===== src/rtl/sha1_hash_engine_macros.svh =====
// ---------------------------------------------------------------------------
// SHA-1 hash engine assertion macros
// Shared concurrent assertion forms, sampled on clk and masked by rst.
// ---------------------------------------------------------------------------
`ifndef SHA1_HASH_ENGINE_MACROS_SVH
`define SHA1_HASH_ENGINE_MACROS_SVH

// Same-cycle implication.
`define SHA1_ASSERT_NOW(lbl, ante, cons, msg) \
  lbl: assert property (@(posedge clk) disable iff (rst) (ante) |-> (cons)) \
    else $error(msg);

// Next-cycle implication.
`define SHA1_ASSERT_NEXT(lbl, ante, cons, msg) \
  lbl: assert property (@(posedge clk) disable iff (rst) (ante) |=> (cons)) \
    else $error(msg);

`endif


===== src/rtl/sha1_pkg.sv =====
// ---------------------------------------------------------------------------
// SHA-1 package
// Constants, sequencer states and control structs for the SHA-1 engine.
// ---------------------------------------------------------------------------
package sha1_pkg;

  localparam int unsigned NumChain  = 5;
  localparam int unsigned NumSched  = 16;
  localparam int unsigned NumRounds = 80;

  localparam logic [6:0] LAST_ROUND = 7'(NumRounds - 1);
  localparam logic [7:0] PAD_BYTE   = 8'h80;
  localparam logic [2:0] LAST_WORD  = 3'(NumChain - 1);

  localparam logic [31:0] IV [NumChain] = '{
    32'h67452301, 32'hEFCDAB89, 32'h98BADCFE, 32'h10325476, 32'hC3D2E1F0
  };

  localparam logic [31:0] K_CH  = 32'h5A827999;
  localparam logic [31:0] K_PAR = 32'h6ED9EBA1;
  localparam logic [31:0] K_MAJ = 32'h8F1BBCDC;
  localparam logic [31:0] K_PAR2 = 32'hCA62C1D6;

  // Round group: 20 rounds each
  typedef enum logic [1:0] {
    GRP_CH   = 2'd0,
    GRP_PAR  = 2'd1,
    GRP_MAJ  = 2'd2,
    GRP_PAR2 = 2'd3
  } sha1_grp_t;

  typedef enum logic [2:0] {
    ST_IDLE  = 3'd0,
    ST_PAD   = 3'd1,
    ST_ROUND = 3'd2,
    ST_FOLD  = 3'd3,
    ST_EMIT  = 3'd4
  } sha1_state_t;

  typedef struct packed {
    logic       wr;        // write one byte into the block
    logic [7:0] data;
    logic       word_end;  // byte completes a 32-bit word
    logic       step;      // advance the message schedule one round
  } sha1_sched_ctl_t;

  typedef struct packed {
    logic      start;      // load a..e from the chaining words
    logic      step;       // run one round
    logic      fold;       // add a..e into the chaining words
    logic      reload;     // restore the initial chaining words
    sha1_grp_t grp;
  } sha1_round_ctl_t;

  function automatic logic [31:0] rotl(input logic [31:0] x, input int unsigned n);
    rotl = (x << n) | (x >> (32 - n));
  endfunction

endpackage


===== src/rtl/sha1_sched.sv =====
// ---------------------------------------------------------------------------
// SHA-1 block buffer and message schedule
// Packs bytes into words and shifts them into a 16-word line that also
// generates the expanded schedule during the rounds.
// ---------------------------------------------------------------------------
module sha1_sched (
  input  logic                      clk,
  input  sha1_pkg::sha1_sched_ctl_t ctl,
  output logic [31:0]               w
);
  import sha1_pkg::*;

  logic [31:0] sline [NumSched];
  logic [23:0] acc;
  logic [31:0] shift_in;
  logic        shift_en;

  assign w = sline[0];

  always_comb begin
    shift_en = ctl.step || (ctl.wr && ctl.word_end);
    if (ctl.step) begin
      shift_in = rotl(sline[13] ^ sline[8] ^ sline[2] ^ sline[0], 1);
    end else begin
      shift_in = {acc, ctl.data};
    end
  end

  always_ff @(posedge clk) begin
    if (ctl.wr && !ctl.word_end) begin
      acc <= {acc[15:0], ctl.data};
    end
    if (shift_en) begin
      for (int i = 0; i < NumSched - 1; i++) begin
        sline[i] <= sline[i + 1];
      end
      sline[NumSched - 1] <= shift_in;
    end
  end

endmodule


===== src/rtl/sha1_round.sv =====
// ---------------------------------------------------------------------------
// SHA-1 round unit
// One shared round datapath over a..e, plus the five chaining words.
// ---------------------------------------------------------------------------
module sha1_round (
  input  logic                      clk,
  input  logic                      rst,
  input  sha1_pkg::sha1_round_ctl_t ctl,
  input  logic [31:0]               w,
  input  logic [2:0]                word_sel,
  output logic [31:0]               digest
);
  import sha1_pkg::*;

  logic [31:0] h [NumChain];
  logic [31:0] a, b, c, d, e;
  logic [31:0] f, k, sum;

  always_comb begin
    unique case (ctl.grp)
      GRP_CH: begin
        f = (b & c) | (~b & d);
        k = K_CH;
      end
      GRP_PAR: begin
        f = b ^ c ^ d;
        k = K_PAR;
      end
      GRP_MAJ: begin
        f = (b & c) | (b & d) | (c & d);
        k = K_MAJ;
      end
      GRP_PAR2: begin
        f = b ^ c ^ d;
        k = K_PAR2;
      end
      default: begin
        f = b ^ c ^ d;
        k = K_PAR2;
      end
    endcase
    sum = rotl(a, 5) + f + e + k + w;
  end

  always_comb begin
    if (word_sel > LAST_WORD) begin
      digest = h[NumChain - 1];
    end else begin
      digest = h[word_sel];
    end
  end

  always_ff @(posedge clk) begin
    if (ctl.start) begin
      a <= h[0];
      b <= h[1];
      c <= h[2];
      d <= h[3];
      e <= h[4];
    end else if (ctl.step) begin
      a <= sum;
      b <= a;
      c <= rotl(b, 30);
      d <= c;
      e <= d;
    end
  end

  always_ff @(posedge clk) begin
    if (rst || ctl.reload) begin
      for (int i = 0; i < NumChain; i++) begin
        h[i] <= IV[i];
      end
    end else if (ctl.fold) begin
      h[0] <= h[0] + a;
      h[1] <= h[1] + b;
      h[2] <= h[2] + c;
      h[3] <= h[3] + d;
      h[4] <= h[4] + e;
    end
  end

endmodule


===== src/rtl/sha1_ctrl.sv =====
// ---------------------------------------------------------------------------
// SHA-1 sequencer
// Takes input beats, injects padding and length bytes, counts rounds and
// hands out the five digest words.
// ---------------------------------------------------------------------------
`include "sha1_hash_engine_macros.svh"

module sha1_ctrl (
  input  logic                       clk,
  input  logic                       rst,
  input  logic                       in_valid,
  output logic                       in_ready,
  input  logic [7:0]                 data_byte,
  input  logic                       byte_valid,
  input  logic                       end_of_message,
  output logic                       out_valid,
  input  logic                       out_ready,
  output logic [2:0]                 word_index,
  output logic                       last_word,
  output sha1_pkg::sha1_sched_ctl_t  sched_ctl,
  output sha1_pkg::sha1_round_ctl_t  round_ctl
);
  import sha1_pkg::*;

  sha1_state_t state, state_next;

  logic [63:0] count;
  logic [63:0] count_add;
  logic [63:0] len;
  logic [5:0]  pos;
  logic [6:0]  round;
  logic [2:0]  widx;
  logic        pad_on;
  logic        first;
  logic        final_blk;

  logic        in_acc;
  logic        out_acc;
  logic        len_byte;
  logic        blk_end;

  assign in_acc    = in_valid && in_ready;
  assign out_acc   = out_valid && out_ready;
  assign count_add = count + 64'(byte_valid);
  assign blk_end   = (pos == 6'd63);
  assign len_byte  = !first && final_blk && (pos[5:3] == 3'b111);

  assign word_index = widx;
  assign last_word  = (widx == LAST_WORD);

  always_ff @(posedge clk) begin
    if (rst) begin
      state <= ST_IDLE;
    end else begin
      state <= state_next;
    end
  end

  always_comb begin
    state_next          = state;
    in_ready            = 1'b0;
    out_valid           = 1'b0;
    sched_ctl.wr        = 1'b0;
    sched_ctl.data      = data_byte;
    sched_ctl.word_end  = (pos[1:0] == 2'b11);
    sched_ctl.step      = 1'b0;
    round_ctl.start     = 1'b0;
    round_ctl.step      = 1'b0;
    round_ctl.fold      = 1'b0;
    round_ctl.reload    = 1'b0;
    if (round < 7'd20) begin
      round_ctl.grp = GRP_CH;
    end else if (round < 7'd40) begin
      round_ctl.grp = GRP_PAR;
    end else if (round < 7'd60) begin
      round_ctl.grp = GRP_MAJ;
    end else begin
      round_ctl.grp = GRP_PAR2;
    end

    unique case (state)
      ST_IDLE: begin
        in_ready     = 1'b1;
        sched_ctl.wr = in_acc && byte_valid;
        if (in_acc) begin
          if (byte_valid && blk_end) begin
            round_ctl.start = 1'b1;
            state_next      = ST_ROUND;
          end else if (end_of_message) begin
            state_next = ST_PAD;
          end
        end
      end
      ST_PAD: begin
        sched_ctl.wr = 1'b1;
        if (first) begin
          sched_ctl.data = PAD_BYTE;
        end else if (len_byte) begin
          sched_ctl.data = len[63:56];
        end else begin
          sched_ctl.data = 8'h00;
        end
        if (blk_end) begin
          round_ctl.start = 1'b1;
          state_next      = ST_ROUND;
        end
      end
      ST_ROUND: begin
        sched_ctl.step = 1'b1;
        round_ctl.step = 1'b1;
        if (round == LAST_ROUND) begin
          state_next = ST_FOLD;
        end
      end
      ST_FOLD: begin
        round_ctl.fold = 1'b1;
        if (!pad_on) begin
          state_next = ST_IDLE;
        end else if (final_blk) begin
          state_next = ST_EMIT;
        end else begin
          state_next = ST_PAD;
        end
      end
      ST_EMIT: begin
        out_valid = 1'b1;
        if (out_acc && last_word) begin
          round_ctl.reload = 1'b1;
          state_next       = ST_IDLE;
        end
      end
      default: begin
        state_next = ST_IDLE;
      end
    endcase
  end

  // Byte position, length and padding bookkeeping
  always_ff @(posedge clk) begin
    if (rst) begin
      count     <= '0;
      pos       <= '0;
      round     <= '0;
      widx      <= '0;
      pad_on    <= 1'b0;
      first     <= 1'b0;
      final_blk <= 1'b0;
    end else begin
      if (sched_ctl.wr) begin
        pos <= pos + 6'd1;
      end
      if (round_ctl.start) begin
        round <= '0;
      end else if (round_ctl.step) begin
        round <= round + 7'd1;
      end
      unique case (state)
        ST_IDLE: begin
          if (in_acc) begin
            count <= count_add;
            if (end_of_message) begin
              pad_on    <= 1'b1;
              first     <= 1'b1;
              final_blk <= 1'b0;
            end
          end
        end
        ST_PAD: begin
          if (first) begin
            first     <= 1'b0;
            final_blk <= (pos[5:3] != 3'b111);
          end
        end
        ST_FOLD: begin
          if (pad_on && !final_blk && !first) begin
            final_blk <= 1'b1;
          end
        end
        ST_EMIT: begin
          if (out_acc) begin
            if (last_word) begin
              widx   <= '0;
              count  <= '0;
              pad_on <= 1'b0;
            end else begin
              widx <= widx + 3'd1;
            end
          end
        end
        default: begin
        end
      endcase
    end
  end

  // Bit length, fed out one byte at a time from the top
  always_ff @(posedge clk) begin
    if (state == ST_IDLE && in_acc && end_of_message) begin
      len <= {count_add[60:0], 3'b000};
    end else if (state == ST_PAD && len_byte) begin
      len <= {len[55:0], 8'h00};
    end
  end

  `SHA1_ASSERT_NEXT(a_fold_after_last, (state == ST_ROUND && round == LAST_ROUND), (state == ST_FOLD), "fold must follow the last round")
  `SHA1_ASSERT_NOW(a_emit_aligned, (state == ST_EMIT), (pos == 6'd0 && pad_on && final_blk), "digest out of a misaligned or unpadded block")
  `SHA1_ASSERT_NOW(a_round_range, (state == ST_ROUND), (round <= LAST_ROUND), "round counter out of range")
  `SHA1_ASSERT_NEXT(a_idle_after_digest, (out_acc && last_word), (state == ST_IDLE && widx == 3'd0), "engine must return to idle after the final word")

endmodule


===== src/rtl/sha1_hash_engine.sv =====
// ---------------------------------------------------------------------------
// SHA-1 hash engine
// Streaming SHA-1 digest: one message byte per beat in, five 32-bit digest
// words out per message, using a single shared round unit.
// ---------------------------------------------------------------------------
//
//   channel  handshake            payload
//   -------  -------------------  -------------------------------------------
//   input    in_valid / in_ready  data_byte, byte_valid, end_of_message
//   output   out_valid/out_ready  digest_word, word_index, last_word
//
// Timing: a closed 64-byte block loads a..e on its closing beat, then runs
//   80 rounds and a fold; padding injects one byte a cycle up to the end
//   of the block, and one or two final blocks are hashed before the first
//   digest word goes out.
// Reset: rst clears the sequencer and the byte count and loads the initial
//   chaining words; no clearing pass.
// Stalls: in_ready is high only while the engine waits for bytes; a digest
//   word holds on the output until taken, and the five words go out in order.
//
module sha1_hash_engine (
  input  logic        clk,
  input  logic        rst,
  input  logic        in_valid,
  output logic        in_ready,
  input  logic [7:0]  data_byte,
  input  logic        byte_valid,
  input  logic        end_of_message,
  output logic        out_valid,
  input  logic        out_ready,
  output logic [31:0] digest_word,
  output logic [2:0]  word_index,
  output logic        last_word
);
  import sha1_pkg::*;

  sha1_sched_ctl_t sched_ctl;
  sha1_round_ctl_t round_ctl;
  logic [31:0]     w;

  // Sequencer: handshakes, padding, round count
  sha1_ctrl u_ctrl (
    .clk            (clk),
    .rst            (rst),
    .in_valid       (in_valid),
    .in_ready       (in_ready),
    .data_byte      (data_byte),
    .byte_valid     (byte_valid),
    .end_of_message (end_of_message),
    .out_valid      (out_valid),
    .out_ready      (out_ready),
    .word_index     (word_index),
    .last_word      (last_word),
    .sched_ctl      (sched_ctl),
    .round_ctl      (round_ctl)
  );

  // Block buffer doubling as the rolling schedule
  sha1_sched u_sched (
    .clk (clk),
    .ctl (sched_ctl),
    .w   (w)
  );

  // Shared round datapath and chaining words; the digest is read straight
  // from the chaining registers, so it holds while out_ready is low
  sha1_round u_round (
    .clk      (clk),
    .rst      (rst),
    .ctl      (round_ctl),
    .w        (w),
    .word_sel (word_index),
    .digest   (digest_word)
  );

endmodule

===== config.mk =====
export PLATFORM = sky130hd
export DESIGN_NAME = sha1_hash_engine
export DESIGN_NICKNAME = d
export VERILOG_FILES = /design/src/rtl/sha1_pkg.sv /design/src/rtl/sha1_sched.sv /design/src/rtl/sha1_round.sv /design/src/rtl/sha1_ctrl.sv /design/src/rtl/sha1_hash_engine.sv
export VERILOG_INCLUDE_DIRS = /design/src /design/src/rtl
export SDC_FILE = /design/constraint.sdc
export NUM_CORES = 2
export LEC_CHECK = 0
export ABC_CLOCK_PERIOD_IN_PS = 18600
export BUFFER_PORTS_ARGS = -buffer_cell sky130_fd_sc_hd__buf_2
export CORE_ASPECT_RATIO = 0.75
export CORE_UTILIZATION = 28
export DETAILED_ROUTE_END_ITERATION = 8
export GPL_TIMING_DRIVEN = 0
export PLACE_DENSITY = 0.4
export SYNTH_ARGS = -nofsm -noshare
export SYNTH_HDL_FRONTEND = slang
export SYNTH_SLANG_ARGS = --single-unit

===== constraint.sdc =====
create_clock -name clk -period 18.6 [get_ports clk]
set_input_delay 0 -clock clk [delete_from_list [all_inputs] [get_ports clk]]
set_output_delay 0 -clock clk [all_outputs]
set_load 0.01 [all_outputs]

# Word level (Yosys, flattened, before mapping)
# Memories as Yosys holds them, arrays and structs flattened. A register that Yosys moved wholly into a read port is not among the register bits.
# Index checks and enable logic that the tools add are counted.
# op_classes
add_sub_neg	13
order_cmp	4
n_eq_ne	23
n_mux	72
bitwise	21
reduce_logical	34
# op_table
operator	count
$mux 32	17
$mux 64	5
$add 32x32->32	9
$xor 32x32->32	5
$and 32x32->32	4
$pmux 32 s4	1
$pmux 64 s2	1
$or 32x32->32	3
$pmux 32 s3	1
$add 64x1->64	1
$mux 3	11
$not 32->32	1
$or 32x1->32	1
$or 32x30->32	1
$or 32x5->32	1
$mux 1	25
$mux 8	3
$ne 2x1->1 const B	8
$pmux 3 s5	1
$reduce_and 5->1	3
$logic_and 1x1->1	14
$lt 7x6->1 const B	2
$eq 3x3->1 const B	3
$pmux 1 s2	4
27 further kinds	42
# word_totals
register_bits	331
ramBits	672
in_bits	14
output_inout_bits	38
wordCells	184
memories	2
# memory_table
name	depth	word_bits	read_ports	rd_ports_with_merged_regs	write_ports	line	source
u_sched.sline	16	32	16	0	16	sha1_sched.sv:13	logic [31:0] sline [NumSched];
u_round.h	5	32	6	1	5	sha1_round.sv:15	logic [31:0] h [NumChain];

# Logic depth before layout (Yosys ltp)
# depth
word_depth	13
ltp_mapped	29
ltp_nobuf	25

# Cells and area by module
# From an unflattened synthesis, not the netlist that was laid out.
# unflattened
cells_unflattened	4250
hier_area_um2	52352.7
# modules_own_cells
mod	n_inst	cells_per_inst	area_per_inst_um2	seq_area_each_um2
sha1_round	1	2570	26797.0	9609.2
sha1_sched	1	737	17516.8	16095.4
sha1_ctrl	1	943	8039.0	3493.4

# Least setup slack after synthesis
# No wires, ideal clock.
# synth_path
kind	flip-flop to flip-flop
from	register u_ctrl.state[1]
to	memory u_sched.sline[0][0], enable pin
setup_time_ns	3.656
t_arrival_ns	9.500
required_time_ns	14.944
path_slack_ns	5.445
stages_incl_launch_ff	7
n_path_buf	3
synth_period_minus_slack_ns	13.155
path_cell_list	dfxtp_1 buf_2 clkinv_1 or3_1 clkbuf_1 clkbuf_1 nand2_1
# synth_lines
item	line	source
from (decl)	sha1_ctrl.sv:25	sha1_state_t state, state_next;
from (signal assigned)	sha1_ctrl.sv:55	state <= state_next;
to (decl)	sha1_sched.sv:13	

# Worst setup path in the final report
# layout_path
from	register u_ctrl.round[5]
to	register u_round.a[30], data pin
# layout_via
elab_chain_len	13
word_cells_on_any_way	19
cone_classes	add/sub (4); order compare (3); eq/ne (3); mux (7); reduce/logical (2)
# layout_lines
item	line	source
from (decl)	sha1_ctrl.sv:31	logic [6:0] round;
from (signal assigned)	sha1_ctrl.sv:155	round <= round + 7'd1;
$lt 7x6->1	sha1_ctrl.sv:75	end else if (round < 7'd60) begin
$mux 1	sha1_ctrl.sv:75	
$mux 2	sha1_ctrl.sv:73	end else if (round < 7'd40) begin
$mux 2 *	sha1_ctrl.sv:71	if (round < 7'd20) begin
$eq 2x1->1 or $eq 2x2->1 (tied branches)	sha1_round.sv:20	unique case (ctl.grp)
$reduce_or 2->1 (no source line)	-	
$pmux 32 s3	sha1_round.sv:20	
$add 32x32->32 (2 in series)	sha1_round.sv:42	sum = rotl(a, 5) + f + e + k + w;
$add 32x32->32 * (2 in series)	sha1_round.sv:42	
$mux 32 *	sha1_round.sv:60	end else if (ctl.step) begin
$mux 32 *	sha1_round.sv:54	if (ctl.start) begin
to (signal assigned)	sha1_round.sv:55	a <= h[0];
to (signal assigned)	sha1_round.sv:61	a <= sum;
to (decl)	sha1_round.sv:16	logic [31:0] a, b, c, d, e;
# Mark *: on every way between the ends. The rest lies on a longest branch, timed or not. The select of a mux whose other input is x is not followed.
# A chain may end at the register's enable or synchronous reset.

==> qor.csv <==
stage;metric;value;unit
finish;fin_nets;4575;
setup_path;worstPathBufferInverterCount;9;
synth;synth_most_common_cell;edfxtp_1;
power_and_ir_drop;vdd_drop_max;0.0743;mV
setup_path;worstPathRequired;19.04;ns
setup_path;arrival;11.48;ns
detailed_routing;wirelength;159000;um
clock_tree;clockRootBuffer;clkbuf_16;
power_and_ir_drop;total_leakage_power;20.6;nW
sta;hold_viol;0;
synth;synth.mux.area_fraction;5.30;%
sta;tns;0;ns
synth;synthTopCellsByArea;edfxtp_1 54%, ha_1 5.0%, fa_1 4.9%;
finish;drive_above_1_share;12.0;%
grt;grt_usage;17.2;%
setup_path;crit_family;buffers and inverters;
finish;fillerInstances;18100;
die;num_rows;135;
die;die_area;185000;um2
synth;synth_xor_area_share;5.32;%
sta;tightest_slew;1.49;ns
sta;finalSetupViolCount;0;
clock_tree;cts_buffers;110;
die;core;181000;um2
finish;areaGrowthSynthToFinish;14.6;%
min_path;hp-class;input pin to flop;
finish;post-route-util;32.4;%
sta;finalCritPeriodShare;59.3;%
sta;fin_ws;7.57;ns
clock_tree;clock_sinks;1003;
setup_path;end_kind;flop;
die;start_util;28.3;%
clock_tree;cts_tree;built;
setup_path;cp_slowest_cell;clkbuf_1;
synth;synth_top_area_share;53.8;%
outcome;status;completed;
grt;grt_max_degree;69;
die;chipHeight;372;um
synth;yosys.area_share.simple;8.55;%
clock_tree;htree_levels;3;
clock_tree;clockBufferDepth;3;
grt;grt-ovfl-total;0;
grt;antenna_found_initial;8;
sta;skew;0.0487;ns
synth;ys_warn_count;0;
detailed_routing;postRouteAntennaNets;0;
clock_tree;post_cts_buffers;0;
synth;synth-edff-count;917;
setup_path;worstSetupPathType;flop to flop;
synth;netlist_top_cells_count;917 x edfxtp_1, 344 x nand2_1, 285 x o21ai_0;
synth;syn_nets;4379;
detailed_routing;drcViolationCount;0;
synth;yosysUniqueCellTypes;96;
die;ios;52;
synth;synth_top_family_by_area;compound AO/OA/AOI/OAI gates;
synth;async_reset_ff_share;0;%
sta;rsz0062_at_grt;false;
power_and_ir_drop;total_power;4.83;mW
detailed_routing;dr.pass1.iters;6;
grt;grt_pass1_wl;227000;um
placement;dp_slack;8.10;ns
sta;hold_slack;0.127;ns
synth;yosysTopAreaCell;edfxtp_1;
clock_tree;clkTransAtPathRegs;0.06;ns
sta;fmaxAchievable;90.6;MHz
die;dieWidth;496;um
setup_path;cpPeakStageDelay;0.90;ns
synth;netlist_instances;4034;
detailed_routing;vias_per_cell;4.87;
setup_path;startpoint_type;flop;
sta;slew_violations;0;
detailed_routing;via_count;32700;
synth;yosys.area_share.adder;9.94;%
detailed_routing;drt_iter0_drc;3055;
synth;synth_area_per_cell;12.7;um2
grt;grt_pass1_vias;31300;
run;cap_violations;0;
synth;synth_area;51200;um2
placement;hpwl;120000;um
synth;synth_seq_cells;1003;
synth;synthFlopType;edfxtp_1;
detailed_routing;wl_per_cell;23.7;um
power_and_ir_drop;powerDensity;82.4;nW/um2
placement;port_buffers;51;
synth;yosysSeqAreaShare;57.2;%
placement;gp_congestion;0.901;
setup_path;cp_max_fo;11;
sta;slew_headroom;0.948;%
sta;period_needed;11.03;ns
clock_tree;insertion_delay;0.77;ns
synth;synth_compound_area_share;10.8;%
setup_path;cpMostUsedCell;clkbuf_1;
==> final cells by class <==
| cell class | instances | area (um2) | area share, % |
|---|---|---|---|
| well taps | 2397 | 3000 | 5.11 |
| plain buffers | 135 | 553 | 0.943 |
| inverters | 252 | 946 | 1.61 |
| diodes | 3 | 7.51 | 0.0128 |
| flip-flops and latches | 1003 | 29300 | 49.9 |
| clock inverters | 66 | 649 | 1.11 |
| clock buffers | 137 | 2890 | 4.93 |
| multi-input cells | 2644 | 20500 | 34.9 |
| repair buffers | 84 | 858 | 1.46 |
==> stage by stage <==
step / area (um2) / std cells
2_1_floorplan: 51200 / 4034
3_3_place_gp: 54400 / 6482
3_5_place_dp: 55000 / 6501
4_1_cts: 58600 / 6718
5_1_grt: 58600 / 6719
6_report: 58700 / 6721
==> power by group <==
| group | switching (mW) | internal (mW) | leakage [nW] | total, mW |
|---|---|---|---|---|
| registers | 0.0162 | 2.46 | 8.91 | 2.48 |
| logic | 0.102 | 0.0489 | 9.92 | 0.151 |
| clock network | 0.983 | 1.22 | 1.72 | 2.20 |
| total | 1.10 | 3.73 | 20.6 | 4.83 |
==> what timing repair did <==
action,4_1_cts,5_1_grt
setup endpoints to repair,0,0
gates resized for setup,0,0
hold buffers,14,0
endpoints found under the hold margin,51,0
==> sequential cells by signal, summed over array words and instances, names as in the netlist, 3 cells and up, named ones only <==
register and cells:
u_ctrl.count 61, u_ctrl.len 61, u_sched.acc 24, u_round.c 32, u_sched.sline 512, u_round.e 32, u_round.d 32, u_round.a 32
u_ctrl.round 7, u_ctrl.word_index 3, u_round.h 160, u_round.b 32, u_ctrl.pos 6, u_ctrl.state 3
==> worst paths after layout <==
check | start | to | slack (ns) | cells past startpoint
setup / recovery | u_ctrl.round[5]$_SDFFE_PP0P_ | u_round.a[30]$_DFFE_PP_ | 7.57 | 26
hold / removal | out_ready | u_ctrl.word_index[2]$_SDFFE_PP0P_ | 0.13 | 4
setup reg to reg | u_ctrl.round[5]$_SDFFE_PP0P_ | u_round.a[30]$_DFFE_PP_ | 7.57 | 26
hold reg to reg | u_sched.sline[1][199]$_DFFE_PP_ | u_sched.sline[1][167]$_DFFE_PP_ | 0.40 | 0
==> cell usage in the layout (no fill, tap or decap), types with 78 or more instances in the layout <==
| cell type | count |
|---|---|
| edfxtp_1 | 917 |
| xor2_1 | 97 |
| nor2_1 | 223 |
| buf_2 | 78 |
| ha_1 | 206 |
| a21o_1 | 102 |
| clkbuf_16 | 110 |
| fa_1 | 125 |
| clkbuf_1 | 115 |
| o21ai_0 | 285 |
| xnor2_1 | 214 |
| dfxtp_1 | 86 |
| a21oi_1 | 203 |
| inv_1 | 251 |
| mux2_2 | 162 |
| nand2_1 | 342 |
==> routing by layer <==
layer	global-route usage (%)	up-vias	wire length, um
met1	26.7	16400	81700
met2	23.0	888	62100
met3	4.88	183	12200
li1	-	15200	-
met5	0	-	24
met4	3.68	4	3150
==> cell families (layout without fill, tap and decap cells) <==
family / after synthesis / in the layout
flops: 1003 / 1003
simple gates: 922 / 922
compound gates: 868 / 868
buf+inv: 387 / 674
fa+ha+maj: 332 / 332
xor+xnor: 311 / 311
mux: 211 / 211
other cells: 0 / 3
==> worst reg2reg max path, cell delays in order, from the launching register on <==
cell and delay, ns:
dfxtp_1 0.41, inv_1 0.11, maj3_1 0.35, a221o_1 0.40
clkbuf_1 0.47, clkbuf_1 0.56, inv_1 0.59, ha_1 0.24
clkbuf_1 0.77, clkbuf_1 0.91, clkbuf_1 0.81, a21oi_1 0.27
fa_1 0.52, fa_1 0.55, inv_1 0.07, fa_1 0.51
inv_1 0.04, ha_1 0.36, nand2_1 0.11, nor3_2 0.51
o2111ai_1 0.51, a32oi_1 0.78, a221o_1 0.29, a21o_1 0.15
a31oi_1 0.14, xor2_1 0.22, o21ai_1 0.08
(Power assumes the default switching activity.)
